File: src/design/pese_ram.sv
// generic single write port, single read port ram with registered read
// no dependencies
`default_nettype none

module pese_ram #(
    parameter int WIDTH = 32,
    parameter int DEPTH = 128
) (
    input  wire logic                     aclk,
    input  wire logic                     wr_en,
    input  wire logic [$clog2(DEPTH)-1:0] wr_addr,
    input  wire logic [WIDTH-1:0]         wr_data,
    input  wire logic                     rd_en,
    input  wire logic [$clog2(DEPTH)-1:0] rd_addr,
    output logic      [WIDTH-1:0]         rd_data
);

    logic [WIDTH-1:0] mem [DEPTH];

    always_ff @(posedge aclk) begin
        if (wr_en) begin
            mem[wr_addr] <= wr_data;
        end
        if (rd_en) begin
            rd_data <= mem[rd_addr];
        end
    end

endmodule

`default_nettype wire

File: config.mk
export PLATFORM = sky130hd
export DESIGN_NAME = pese_ram
export DESIGN_NICKNAME = d
export VERILOG_FILES = /design/src/design/pese_ram.sv
export SDC_FILE = /design/constraint.sdc
export NUM_CORES = 2
export LEC_CHECK = 0
export BUFFER_PORTS_ARGS = -buffer_cell sky130_fd_sc_hd__buf_2
export CORE_MARGIN = 5
export CORE_UTILIZATION = 35
export DETAILED_ROUTE_END_ITERATION = 8
export PLACE_DENSITY_LB_ADDON = 0.15
export SLEW_MARGIN = 20
export SYNTH_ARGS = -nofsm -noshare
export SYNTH_HDL_FRONTEND = slang
export SYNTH_SLANG_ARGS = --single-unit
File: constraint.sdc
create_clock -name aclk -period 4.5 [get_ports aclk]
set_clock_uncertainty 0.2 [all_clocks]
set_input_delay 0.45 -clock aclk [delete_from_list [all_inputs] [get_ports aclk]]
set_output_delay 0.45 -clock aclk [all_outputs]
set_load 0.01 [all_outputs]
==> After elaboration in Yosys (flattened, before gate mapping) <==
Memory sizes are Yosys's and may differ from the RTL's. A register that Yosys moved wholly into a read port is not among the register bits.
Index checks and enable logic that the tools add are counted.
{ "classes": {"muxes": 2} }
{ "ops": {"columns": ["operator", "n"], "rows": [
  ["$mux W1", 2]
]} }
{ "word_totals": {"register_bits": 0, "mem_count": 1, "ram_bits": 4096, "in_bits": 49, "output_inout_bits": 32, "elab_cells": 3} }
{ "mem_list": {"columns": ["name", "words", "width", "rd", "rd_ports_with_merged_regs", "write_ports", "line_no", "text"], "rows": [
  ["mem", 128, 32, 1, 1, 1, "18", "logic [WIDTH-1:0] mem [DEPTH];"]
]} }

==> Depth between registers and ports, before layout <==
{ "logic_depth": {"ltp_word": 2, "depth_mapped": 8, "depth_no_buf": 4} }

==> Worst setup path after synthesis <==
OpenSTA, ideal clock, no wires.
{ "synth_path": {"path_type": "input to register", "start": "input wr_en", "end": "memory mem[98][0], enable pin", "path_stages": 3, "path_slack_ps": 611, "arrival_ps": 3228, "t_required_ps": 3839, "n_path_buf": 1, "setup_time_ps": 461, "cell_sequence": "clkbuf_1 > nand4_1 > nor3_1"} }
{ "synth_via": {"elab_chain_len": 2} }
{ "synth_rtl": {"columns": ["item", "line_no", "text"], "rows": [
  ["start: declaration", "10", "input wire logic wr_en,"],
  ["$mux W1", "21", "if (wr_en) begin"],
  ["$mux W1 (not written as such)", "22", "mem[wr_addr] <= wr_data;"],
  ["end: declaration", "18", null]
]} }
Every way passes these cells.

==> Worst setup path in the final report <==
{ "layout_path": {"start": "input wr_addr[4]", "end": "memory mem[119][20], enable pin"} }
{ "layout_rtl": {"columns": ["item", "line_no", "text"], "rows": [
  ["start: declaration", "11", "input wire logic [$clog2(DEPTH)-1:0] wr_addr,"]
]} }
Straight into the memory's write port.

==> metrics.cfg <==
[clock_tree]
cts_tree=built
cts_resized=0
clock-sinks=4128
clock_latency_ns=0.99
cts_max_level=5
clockRootBuffer=clkbuf_16
cts_buffers=433
clk_path_buf_depth=4
clkSlewWorstSetupHoldPaths_ns=0.06

[timing]
worst_slack_ns=1.14
finalCritPeriodShare=0.746
fmax_mhz=298
worstMarginPinSlew_ns=1.13
setup_tns_ns=0
hold_ws_ns=0.0940
rsz0062_at_grt=false
finalCriticalPeriod_ns=3.36
slew_viol_final=0
max_slew_margin=0.245
setup_viol_count_final=0
hold_viol=0

[floorplanning]
die_area_sq_um=461000
die_y_microns=679
core-area_sq_um=445000
num_rows=245
floorplan.initialDensity=0.352
die_width_microns=679
io_pins=81

[synth]
netlist_area_sq_um=157000
yosysSeqAreaShare=0.792
ys_ff_latch=4128
synth_nets=6039
synth_top_area_cell=edfxtp_1
ys_warn_count=0
syn_area_per_cell_sq_um=26.1
synthCells=5990
ys_top_cells_by_area=edfxtp_1 79%, mux4_2 19%, clkbuf_1 0.44%
synth.distinct_cells=16
netlist.area_leader.share=0.792

[layout]
final_cell_mix=4128 x edfxtp_1, 1344 x mux4_2, 436 x clkbuf_16
final_common_cell=edfxtp_1
area_delta_synth_final_pct=17.0
instances_no_fill=12985
layout.nets=6689
drive_above_1_share=0.372
final_util=0.411

[placed_design]
io_buffers=80
post-place-ws_ns=0.210
place_congestion=0.784
numPlacedInstances=12091
dpl.hpwl_mm=279

[worst_setup_path]
slowest_stage=nor2_4
cp-start-kind=primary input
path_class=primary input to flip-flop
cp_max_fo=14
cp_slowest_stage_delay_ns=0.91
worstSetupEndpointType=flip-flop
path_cells=dlygate4sd3_1, buf_2, nor2b_1, nand3_1, nor2_4, buf_4
cp.required_ns=4.94
cp_data_arrival_time_ns=3.80

[routing]
remaining_drc_errors=0
via_per_inst=5.50
drtAntennaViolNets=0
wl_per_cell_microns=36.9
drt-initial-drc-count=8180
first_pass_iters=6
vias=71437
wl_mm=479

[worst_hold_path]
hp-class=primary input to flip-flop

[pwr]
peakVddDrop_uv=341
power_density_nw_per_um2=449
swShare=0.218
switchingPower_uw=18000
power_frac_seq=0.518
power.leakage_uw=0.0558
power.internal_uw=64300
comb_power_share=0.054
clkPwrFrac=0.427

[flow_run]
drv_cap=0

[run_status]
status=complete, no violations

[global_route]
grt_max_degree=97
antenna_found_initial=75
grt_pass1_vias=73189
grt_overflow=0
grt_usage=0.205
grt_pass1_wl_mm=646

[metal layers]
metal | GRT usage | share of wire | vias to the layer above
met5 | 0 | 0.00022 | -
met4 | 0.0496 | 0.021 | 16
met3 | 0.0335 | 0.063 | 526
met2 | 0.348 | 0.51 | 2501
met1 | 0.278 | 0.41 | 40529
li1 | - | - | 27865
[what timing repair did]
item                                   4_1_cts  5_1_grt
endpoints found under the hold margin     1705        0
hold buffers                                41        0
setup buffers                                0        0
[worst max-delay path, delay by kind of cell]
family | cells | cell delay (ns)
simple gates | 3 | 1.92
buf+inv | 3 | 1.38
[synth_stat cells, drive strengths merged]
| cell | count |
|---|---|
| edfxtp | 4128 |
| nand2b | 2 |
| mux4 | 1344 |
| buf | 134 |
| nand4 | 3 |
| nor2b | 7 |
| nor2 | 122 |
| clkbuf | 182 |
| nand2 | 14 |
| mux2 | 32 |
| or3 | 1 |
| nand3 | 12 |
| nor3 | 9 |
[final timing paths]
| path | from | to | slack (ns) | cells after the start |
|---|---|---|---|---|
| setup reg to reg | mem[104][10]$_DFFE_PP_ | rd_data[10]$_DFFE_PP_ | 1.41 | 4 |
| hold / removal | rd_addr[5] | rd_data[29]$_DFFE_PP_ | 0.09 | 2 |
| setup / recovery | wr_addr[4] | mem[119][20]$_DFFE_PP_ | 1.14 | 6 |
| hold reg to reg | mem[18][14]$_DFFE_PP_ | rd_data[14]$_DFFE_PP_ | 1.02 | 4 |
[power by group through the flow]
stage / logic, uW / clock network (uW) / registers, uW
after CTS: 4590 / 35900 / 42700
after floorplan: 2050 / 0 / 43400
final: 4470 / 35200 / 42700
after detailed placement: 4540 / 0 / 43500
after global placement: 4500 / 0 / 43500
after global routing: 4670 / 37600 / 42700
[cell families after synthesis]
| group | after synthesis | synth area share |
|---|---|---|
| buf+inv | 316 | 0.00837 |
| flops | 4128 | 0.792 |
| mux | 1376 | 0.196 |
| simple gates | 170 | 0.00445 |
[metrics by stage]
step,instance area [sq um],total power (uW)
3_3_place_gp,169000,48000
4_1_cts,183000,83200
6_report,183000,82300
3_5_place_dp,169000,48000
2_1_floorplan,157000,45400
5_1_grt,183000,84900
[cell type report]
| type | instances | area (sq um) |
|---|---|---|
| diodes | 54 | 135 |
| clock buffers | 521 | 11200 |
| clock inverters | 277 | 2590 |
| fillers | 38310 | 262000 |
| multi-input cells | 1546 | 32300 |
| flip-flops and latches | 4128 | 124000 |
| well taps | 5928 | 7420 |
| repair buffers | 531 | 5600 |
[sequential cells by signal, indices dropped and copies added, names as in the netlist]
register / cells
mem: 4096
rd_data: 32
Power figures use the tool's default switching activity.
