$ cat src/design/pese_pkg.sv
// shared types and constants for the prefix expression stack evaluator
// no dependencies, used by pese_alu and the top level
`default_nettype none

package pese_pkg;

    // value and field widths
    localparam int DATA_W      = 32;
    localparam int NUMBER_W    = 31;
    localparam int OP_W        = 3;
    localparam int S_TDATA_W   = 40;
    localparam int M_TDATA_W   = 32;
    localparam int FLAGS_W     = 4;

    // input tdata layout
    localparam int NUMBER_LSB  = 0;
    localparam int OP_LSB      = NUMBER_W;

    // divider sequencing
    localparam int DIV_STEPS   = DATA_W;
    localparam int DIV_CNT_W   = $clog2(DIV_STEPS);

    // value taken for an empty pop, or emitted for an aborted expression
    localparam logic [DATA_W-1:0] MINUS_ONE = '1;

    typedef enum logic {
        KIND_NUMBER   = 1'b0,
        KIND_OPERATOR = 1'b1
    } token_kind_t;

    // codes four to seven are invalid operators
    typedef enum logic [OP_W-1:0] {
        OP_ADD = 3'd0,
        OP_SUB = 3'd1,
        OP_MUL = 3'd2,
        OP_DIV = 3'd3
    } op_code_t;

    // sticky flags, overflow in the lowest bit
    typedef struct packed {
        logic bad;
        logic div0;
        logic unf;
        logic ovf;
    } flags_t;

    typedef struct packed {
        logic     start;
        op_code_t op;
    } alu_req_t;

    typedef struct packed {
        logic done;
        logic div0;
    } alu_rsp_t;

    typedef enum logic [1:0] {
        A_IDLE,
        A_DIV,
        A_FIX
    } alu_state_t;

    typedef enum logic [1:0] {
        POP_A,
        POP_B,
        POP_RES
    } pop_sel_t;

    typedef enum logic [2:0] {
        S_IDLE,
        S_PUSH,
        S_POP,
        S_POP_WAIT,
        S_EXEC,
        S_ALU_WAIT,
        S_FINAL,
        S_EMIT
    } state_t;

endpackage

`default_nettype wire

$ cat src/design/pese_alu.sv
// shared arithmetic unit: add, subtract, multiply in one step, divide one bit a cycle
// depends on pese_pkg
`default_nettype none

module pese_alu (
    input  wire logic                          aclk,
    input  wire logic                          aresetn,
    input  wire pese_pkg::alu_req_t            req,
    input  wire logic [pese_pkg::DATA_W-1:0]   opa,
    input  wire logic [pese_pkg::DATA_W-1:0]   opb,
    output pese_pkg::alu_rsp_t                 rsp,
    output logic      [pese_pkg::DATA_W-1:0]   result
);

    localparam int W = pese_pkg::DATA_W;

    pese_pkg::alu_state_t            state_reg, state_next;
    logic [pese_pkg::DIV_CNT_W-1:0]  cnt_reg, cnt_next;
    logic [W-1:0]                    rem_reg, rem_next;
    logic [W-1:0]                    quo_reg, quo_next;
    logic [W-1:0]                    dvs_reg, dvs_next;
    logic                            neg_reg, neg_next;
    logic [W-1:0]                    res_reg, res_next;
    logic                            done_reg, done_next;
    logic                            div0_reg, div0_next;

    logic [W-1:0] mag_a, mag_b, product;
    logic [W:0]   shifted, trial;

    // magnitudes of the operands; the most negative value maps to 2^31
    assign mag_a   = opa[W-1] ? (W'(0) - opa) : opa;
    assign mag_b   = opb[W-1] ? (W'(0) - opb) : opb;
    assign product = opa * opb;

    // restoring division step
    assign shifted = {rem_reg, quo_reg[W-1]};
    assign trial   = shifted - {1'b0, dvs_reg};

    always_ff @(posedge aclk) begin
        if (!aresetn) begin
            state_reg <= pese_pkg::A_IDLE;
            done_reg  <= 1'b0;
            div0_reg  <= 1'b0;
        end else begin
            state_reg <= state_next;
            done_reg  <= done_next;
            div0_reg  <= div0_next;
        end
        cnt_reg <= cnt_next;
        rem_reg <= rem_next;
        quo_reg <= quo_next;
        dvs_reg <= dvs_next;
        neg_reg <= neg_next;
        res_reg <= res_next;
    end

    always_comb begin
        state_next = state_reg;
        cnt_next   = cnt_reg;
        rem_next   = rem_reg;
        quo_next   = quo_reg;
        dvs_next   = dvs_reg;
        neg_next   = neg_reg;
        res_next   = res_reg;
        done_next  = 1'b0;
        div0_next  = 1'b0;
        case (state_reg)
            pese_pkg::A_IDLE: begin
                if (req.start) begin
                    case (req.op)
                        pese_pkg::OP_ADD: begin
                            res_next  = opa + opb;
                            done_next = 1'b1;
                        end
                        pese_pkg::OP_SUB: begin
                            res_next  = opa - opb;
                            done_next = 1'b1;
                        end
                        pese_pkg::OP_MUL: begin
                            res_next  = product;
                            done_next = 1'b1;
                        end
                        pese_pkg::OP_DIV: begin
                            if (mag_b == '0) begin
                                res_next  = '0;
                                done_next = 1'b1;
                                div0_next = 1'b1;
                            end else begin
                                rem_next   = '0;
                                quo_next   = mag_a;
                                dvs_next   = mag_b;
                                neg_next   = opa[W-1] ^ opb[W-1];
                                cnt_next   = '0;
                                state_next = pese_pkg::A_DIV;
                            end
                        end
                        default: begin
                            res_next  = '0;
                            done_next = 1'b1;
                        end
                    endcase
                end
            end
            pese_pkg::A_DIV: begin
                if (!trial[W]) begin
                    rem_next = trial[W-1:0];
                    quo_next = {quo_reg[W-2:0], 1'b1};
                end else begin
                    rem_next = shifted[W-1:0];
                    quo_next = {quo_reg[W-2:0], 1'b0};
                end
                cnt_next = cnt_reg + 1'b1;
                if (cnt_reg == pese_pkg::DIV_CNT_W'(pese_pkg::DIV_STEPS - 1)) begin
                    state_next = pese_pkg::A_FIX;
                end
            end
            pese_pkg::A_FIX: begin
                // sign fix-up, truncation toward zero
                res_next   = neg_reg ? (W'(0) - quo_reg) : quo_reg;
                done_next  = 1'b1;
                state_next = pese_pkg::A_IDLE;
            end
            default: begin
                state_next = pese_pkg::A_IDLE;
            end
        endcase
    end

    assign rsp.done = done_reg;
    assign rsp.div0 = div0_reg;
    assign result   = res_reg;

endmodule

`default_nettype wire

$ cat config.mk
export PLATFORM = sky130hd
export DESIGN_NAME = pese_alu
export DESIGN_NICKNAME = d
export VERILOG_FILES = /design/src/design/pese_pkg.sv /design/src/design/pese_alu.sv
export SDC_FILE = /design/constraint.sdc
export NUM_CORES = 2
export LEC_CHECK = 0
export ABC_AREA = 1
export BUFFER_PORTS_ARGS = -buffer_cell sky130_fd_sc_hd__buf_2
export CAP_MARGIN = 20
export CORE_ASPECT_RATIO = 1.4
export CORE_MARGIN = 2
export CORE_UTILIZATION = 59
export CTS_BUF_LIST = sky130_fd_sc_hd__clkbuf_8 sky130_fd_sc_hd__clkbuf_16
export CTS_CLUSTER_SIZE = 28
export DETAILED_ROUTE_END_ITERATION = 10
export GPL_ROUTABILITY_DRIVEN = 0
export GPL_TIMING_DRIVEN = 0
export HOLD_SLACK_MARGIN = 0.1
export PLACE_DENSITY = 0.76
export SLEW_MARGIN = 20
export SYNTH_ARGS = -nofsm -noshare
export SYNTH_HDL_FRONTEND = slang
export SYNTH_SLANG_ARGS = --single-unit
$ cat constraint.sdc
create_clock -name aclk -period 15.15 [get_ports aclk]
set_clock_uncertainty 0.2 [all_clocks]
set_input_delay 2.2725 -clock aclk [delete_from_list [all_inputs] [get_ports aclk]]
set_output_delay 2.2725 -clock aclk [all_outputs]
set_load 0.02 [all_outputs]
Word level (Yosys, flattened, before mapping)

Index checks and enable logic that the tools add are counted.

$add $sub $neg: 7
$mul: 1
Eq/ne operators: 11
Mux-type cells: 30
Bitwise gates (word level): 2
Reduce and logical (&&, ||, !) cells: 10

Operator list:

| operator                                             | number |
|---|---|
| two-way mux 32 bit                                   | 12 |
| case mux 32 bit (2 select lines)                     | 3 |
| case mux 32 bit (4 select lines)                     | 1 |
| subtractor 1 x 32 -> 32 bit (first input constant)   | 3 |
| subtractor 33 x 32 -> 33 bit                         | 1 |
| adder 32 bit                                         | 1 |
| logical NOT 32 bit                                   | 1 |
| multiplier 32 x 32 -> 32 bit                         | 1 |
| subtractor 32 bit                                    | 1 |
| AND reduction 4 bit                                  | 4 |
| two-way mux 5 bit                                    | 3 |
| case mux 5 bit (2 select lines)                      | 1 |
| two-way mux 2 bit                                    | 4 |
| equality test 3 x 2 -> 1 bit (second input constant) | 2 |
| inequality test 2 bit (second input constant)        | 3 |
| adder 5 x 1 -> 5 bit (second input constant)         | 1 |
| equality test 5 bit (second input constant)          | 1 |
| two-way mux 1 bit                                    | 4 |
| case mux 2 bit (2 select lines)                      | 1 |
| nonzero test 2 bit                                   | 2 |
| equality test 3 x 1 -> 1 bit (second input constant) | 1 |
| logical NOT 3 bit                                    | 1 |
| inequality test 3 bit (second input constant)        | 1 |
| AND reduction 3 bit                                  | 1 |
| other kinds (7)                                      | 7 |

Bits in registers: 138
Bits of input ports: 70
Output and inout bits: 34
Logic and storage cells: 70

Logic depth before layout (Yosys ltp)

Word-level depth: 7
Mapped depth: 38
Mapped depth without buffers: 36

Least setup slack after synthesis

Ideal clock, no wire load.

Path kind: input -> register
Start: in opb[5] (netlist name)
End: reg res_reg[26], in the netlist result[26], data pin
Setup time: 0.259 ns
Arrival time: 8.427 ns
Data required time: 14.691 ns
Path slack: 6.264 ns
Cell stages on the path: 28
Path buffers: 2
Path through: clkbuf_1 buf_1 nand2_1 inv_1 fa_1 fa_1 fa_1 inv_1 fa_1 inv_1 fa_1 inv_1 fa_1 inv_1 fa_1 fa_1 ha_1 nand2_1 nor3_1 nand4_1 nand3_1 a21oi_1 o21ai_0 a21oi_1 o21ai_0 nand2_1 nand2_1 o21ai_1

Word-level cells in the longest chain between the ends: 4
Elaborated cells between the ends (all ways): 6
Those cells by class: add/sub: 2; mul: 1; mux: 3

RTL lines:

| element                                                    | line           | source |
|---|---|---|
| from (decl)                                                | pese_alu.sv:10 | `input wire logic [pese_pkg::DATA_W-1:0] opb,` |
| multiplier 32 x 32 -> 32 bit, or another cell as far along | pese_alu.sv:33 | `assign product = opa * opb;` |
| case mux 32 bit (4 select lines) (*)                       | pese_alu.sv:70 | `case (req.op)` |
| two-way mux 32 bit (*)                                     | pese_alu.sv:69 | `if (req.start) begin` |
| case mux 32 bit (2 select lines) (*)                       | pese_alu.sv:67 | `case (state_reg)` |
| named net res_next[26]                                     | pese_alu.sv:23 | `logic [W-1:0] res_reg, res_next;` |
| to (signal assigned)                                       | pese_alu.sv:54 | `res_reg <= res_next;` |
| to (decl)                                                  | pese_alu.sv:23 |  |

Mark *: on every way through the listed nets, which the timed path passes. The rest lies on a longest branch. The select of a mux whose other input is x is not followed.
A chain may end at the register's enable or synchronous reset.

Worst setup path after layout

Start: in opa[2] (netlist name)
End: reg res_reg[25], in the netlist result[25], data pin

Word-level cells in the longest chain between the ends: 4
Elaborated cells between the ends (all ways): 6
Those cells by class: add/sub: 2; mul: 1; mux: 3

RTL lines:

| element                                                    | line           | source |
|---|---|---|
| from (decl)                                                | pese_alu.sv:9  | `input wire logic [pese_pkg::DATA_W-1:0] opa,` |
| multiplier 32 x 32 -> 32 bit, or another cell as far along | pese_alu.sv:33 |  |
| case mux 32 bit (4 select lines) (*)                       | pese_alu.sv:70 |  |
| two-way mux 32 bit (*)                                     | pese_alu.sv:69 |  |
| case mux 32 bit (2 select lines) (*)                       | pese_alu.sv:67 |  |
| named net res_next[25]                                     | pese_alu.sv:23 |  |

Marks and branches as above.

==> impl_results.md <==
- Run status: finished, violations left
- Violations in the final reports: design-rule violations
- Maximum Capacitance Violations: 0
- Worst-path maximum fanout: 10
- Drc violations: 1
- DR WL/cell: 21.4 um
- Die height: 268 um
- Cell type with the highest aggregate area in the netlist: sky130_fd_sc_hd__fa_1
- Hold Fails Final Rpt: 0
- Top delay family on crit path: adder cells
- Most area-consuming cells after synthesis: sky130_fd_sc_hd__fa_1, sky130_fd_sc_hd__nand2_1, sky130_fd_sc_hd__edfxtp_1
- Post-synthesis register bit count: 138
- Number of global-route vias before repair: 27596
- CP Data Required Time: 15.15 ns
- H-tree depth: 4
- Asr flop ratio synth: 0%
- Post-synth EDFFs: 134
- Total CTS buffers: 17
- Cell depth of the worst flop-to-flop path: 18
- Critical path endpoint category: flip-flop
- X dimension of the die: 193 um
- Worst path arrival time: 10.81 ns
- Top cell by count, worst path: sky130_fd_sc_hd__fa_1
- Top FF cell, synth: sky130_fd_sc_hd__edfxtp_1
- Number of cells on the worst hold path: 3
- Syn Nets: 4755
- Buffer levels on the longest clock path: 2
- Synthesized instance count: 4082
- Achievable clock frequency: 92.4 MHz
- Hold Path Class: flip-flop to flip-flop
- Mean area per synthesized cell: 7.20 um^2
- Effective utilization at floorplan: 59.8%
- Footprint of the flip-flops and latches: 4100 um^2
- Total number of placement rows: 96
- Clock transition time at the flip-flop clock pins of the worst setup and hold paths: 0.07 ns
- Final #Nets: 4863
- Vias per cell: 5.75
- Slew @ Worst Pin: 1.29 ns
- Commonest non-fill, non-tap cells in the layout: sky130_fd_sc_hd__nand2_1, sky130_fd_sc_hd__inv_1, sky130_fd_sc_hd__fa_1, sky130_fd_sc_hd__nor2_1, sky130_fd_sc_hd__a21oi_1
- Die outline area: 51700 um^2
- Post-CTS Setup Inserts: 0
- Share of layout cells above drive strength 1: 5.92%
- Number of vias in the routed layout: 27894
- Share of the yosys chip area belonging to registers: 14.0%
- Sum of buffers and inverters on the critical path: 7
- Highest-delay cell along the critical path: sky130_fd_sc_hd__clkbuf_1
- Time the worst path needs with I/O delays and setup: 10.82 ns
- Count of yosys warnings during synthesis: 0
- Kind of launch point of the worst setup path: primary input
- Placement-stage cell area: 30700 um^2
- Most common library cell in the layout ignoring fill and taps: sky130_fd_sc_hd__nand2_1
- Routed wire length: 104000 um
- Count of hold buffers inserted by post-cts repair: 0
- Area growth, synth to finish: 6.46%
- Filler cell count: 4469
- Clock tree from TritonCTS: built
- Total routing resource utilization after global routing: 41.0%
- Number of search-and-repair iterations in the first detailed-routing pass: 11
- Global-route wire length before repair: 155000 um
- Relative max-transition margin: 13.3%
- Period Utilization, post-route: 71.4%
- Cts repair resizes: 0
- Top-area cell type share of the netlist area: 27.9%
- Setup repair after global routing missed its margin: false
- Floorplan Core Area: 49100 um^2
- Detailed router's first-iteration violation count: 2877
- Number of cells on the critical path: 28
- Setup CP Type: primary input to flip-flop
- CTS root buf: sky130_fd_sc_hd__clkbuf_16
- Setup-violating endpoint count in the final report: 0
- Delay of the slowest cell on the worst path: 0.91 ns
- Number of different library cells in the post-synthesis netlist: 61
- Number of slew-limit violations in the final report: 0
- Post-detailed-placement half-perimeter wirelength: 83100 um
- Final Instance Area: 31300 um^2
- Total overflow reported by the global router: 0
- Number of input and output port buffers inserted: 88
- Remaining antenna violation count: 0
- Top-level port count: 104
- Post-synthesis instance area: 29400 um^2
- Multi-input combinational cell area: 20900 um^2
- Setup TNS after final layout: 0 ns
- Clock latency of the later-clocked register in the worst-skew pair: 0.45 ns
- Pin count of the biggest net entering global routing: 51
- TritonCTS sink count: 138
- Initial antenna violation count: 4
==> cell type report <==
cell class / instances / area share (%)
Antenna cell: 8 / 0.0640
Buffer: 182 / 2.49
Clock buffer: 17 / 1.36
Clock inverter: 15 / 0.560
Inverter: 973 / 11.7
Multi-Input combinational cell: 2789 / 66.7
Sequential cell: 138 / 13.1
Tap cell: 637 / 2.55
Timing Repair Buffer: 89 / 1.49
==> synthesized netlist by cell type (10+ instances only) <==
master                     instances
sky130_fd_sc_hd__nand2_1        1081
sky130_fd_sc_hd__inv_1           953
sky130_fd_sc_hd__fa_1            410
sky130_fd_sc_hd__nor2_1          227
sky130_fd_sc_hd__a21oi_1         197
sky130_fd_sc_hd__ha_1            193
sky130_fd_sc_hd__o21ai_0         171
sky130_fd_sc_hd__edfxtp_1        134
sky130_fd_sc_hd__nand3_1         124
sky130_fd_sc_hd__clkbuf_1        112
sky130_fd_sc_hd__xor2_1           65
sky130_fd_sc_hd__nand4_1          36
sky130_fd_sc_hd__nor3_1           35
sky130_fd_sc_hd__buf_1            33
sky130_fd_sc_hd__o21ai_1          32
sky130_fd_sc_hd__xnor2_1          30
sky130_fd_sc_hd__buf_2            28
sky130_fd_sc_hd__a21o_1           23
sky130_fd_sc_hd__a31oi_1          21
sky130_fd_sc_hd__nor2_2           16
sky130_fd_sc_hd__o21bai_1         16
sky130_fd_sc_hd__inv_2            14
sky130_fd_sc_hd__nand3b_1         11
sky130_fd_sc_hd__or2_2            10
==> metrics by stage <==
stage	instances	hold slack, ns	worst slack (ns)	utilization [%]
2_1_floorplan	4082	0.333	6.26	-
5_1_grt	4845	0.438	4.39	63.7
3_5_place_dp	4808	0.392	4.43	62.4
4_1_cts	4840	0.408	4.87	63.7
3_3_place_gp	4807	0.385	4.37	62.4
6_report	4848	0.417	4.33	63.7
==> tightest hold or removal path, delay by kind of cell (launching register included) <==
family	cells	cell delay [ns]
compound gates	1	0.05
flops	1	0.38
simple gates	2	0.14
==> cell families after synthesis <==
| kind of cell | after synthesis | share of synthesized area, % |
|---|---|---|
| AND/OR/NAND/NOR | 1584 | 22.4 |
| buffers and inverters | 1155 | 15.1 |
| adder cells (fa/ha/maj) | 603 | 36.1 |
| AO/OA/AOI/OAI | 506 | 9.52 |
| flip-flops | 138 | 14.0 |
| XOR/XNOR | 96 | 2.89 |
==> per-layer routing <==
metal,vias up,global-route usage (%),share of wire [%]
li1,12594,-,-
met3,522,9.22,11
met5,-,0,0
met4,0,38.2,11
met1,13051,44.6,32
met2,1727,66.2,46
==> path summary, 6_finish.rpt <==
| path | startpoint | endpoint | slack, ns |
|---|---|---|---|
| worst max-delay path | opa[2] | result[25]$_DFFE_PP_ | 4.33 |
| worst min-delay path | state_reg[0]$_SDFFE_PN0P_ | done_reg$_SDFF_PN0_ | 0.42 |
| worst max register to register | quo_reg[31]$_DFFE_PP_ | rem_reg[7]$_SDFFCE_PN0P_ | 11.95 |
| worst min register to register | state_reg[0]$_SDFFE_PN0P_ | done_reg$_SDFF_PN0_ | 0.42 |
Power is not shown: default switching activity piles up to over one toggle a cycle in this logic, so the estimate is an artifact.
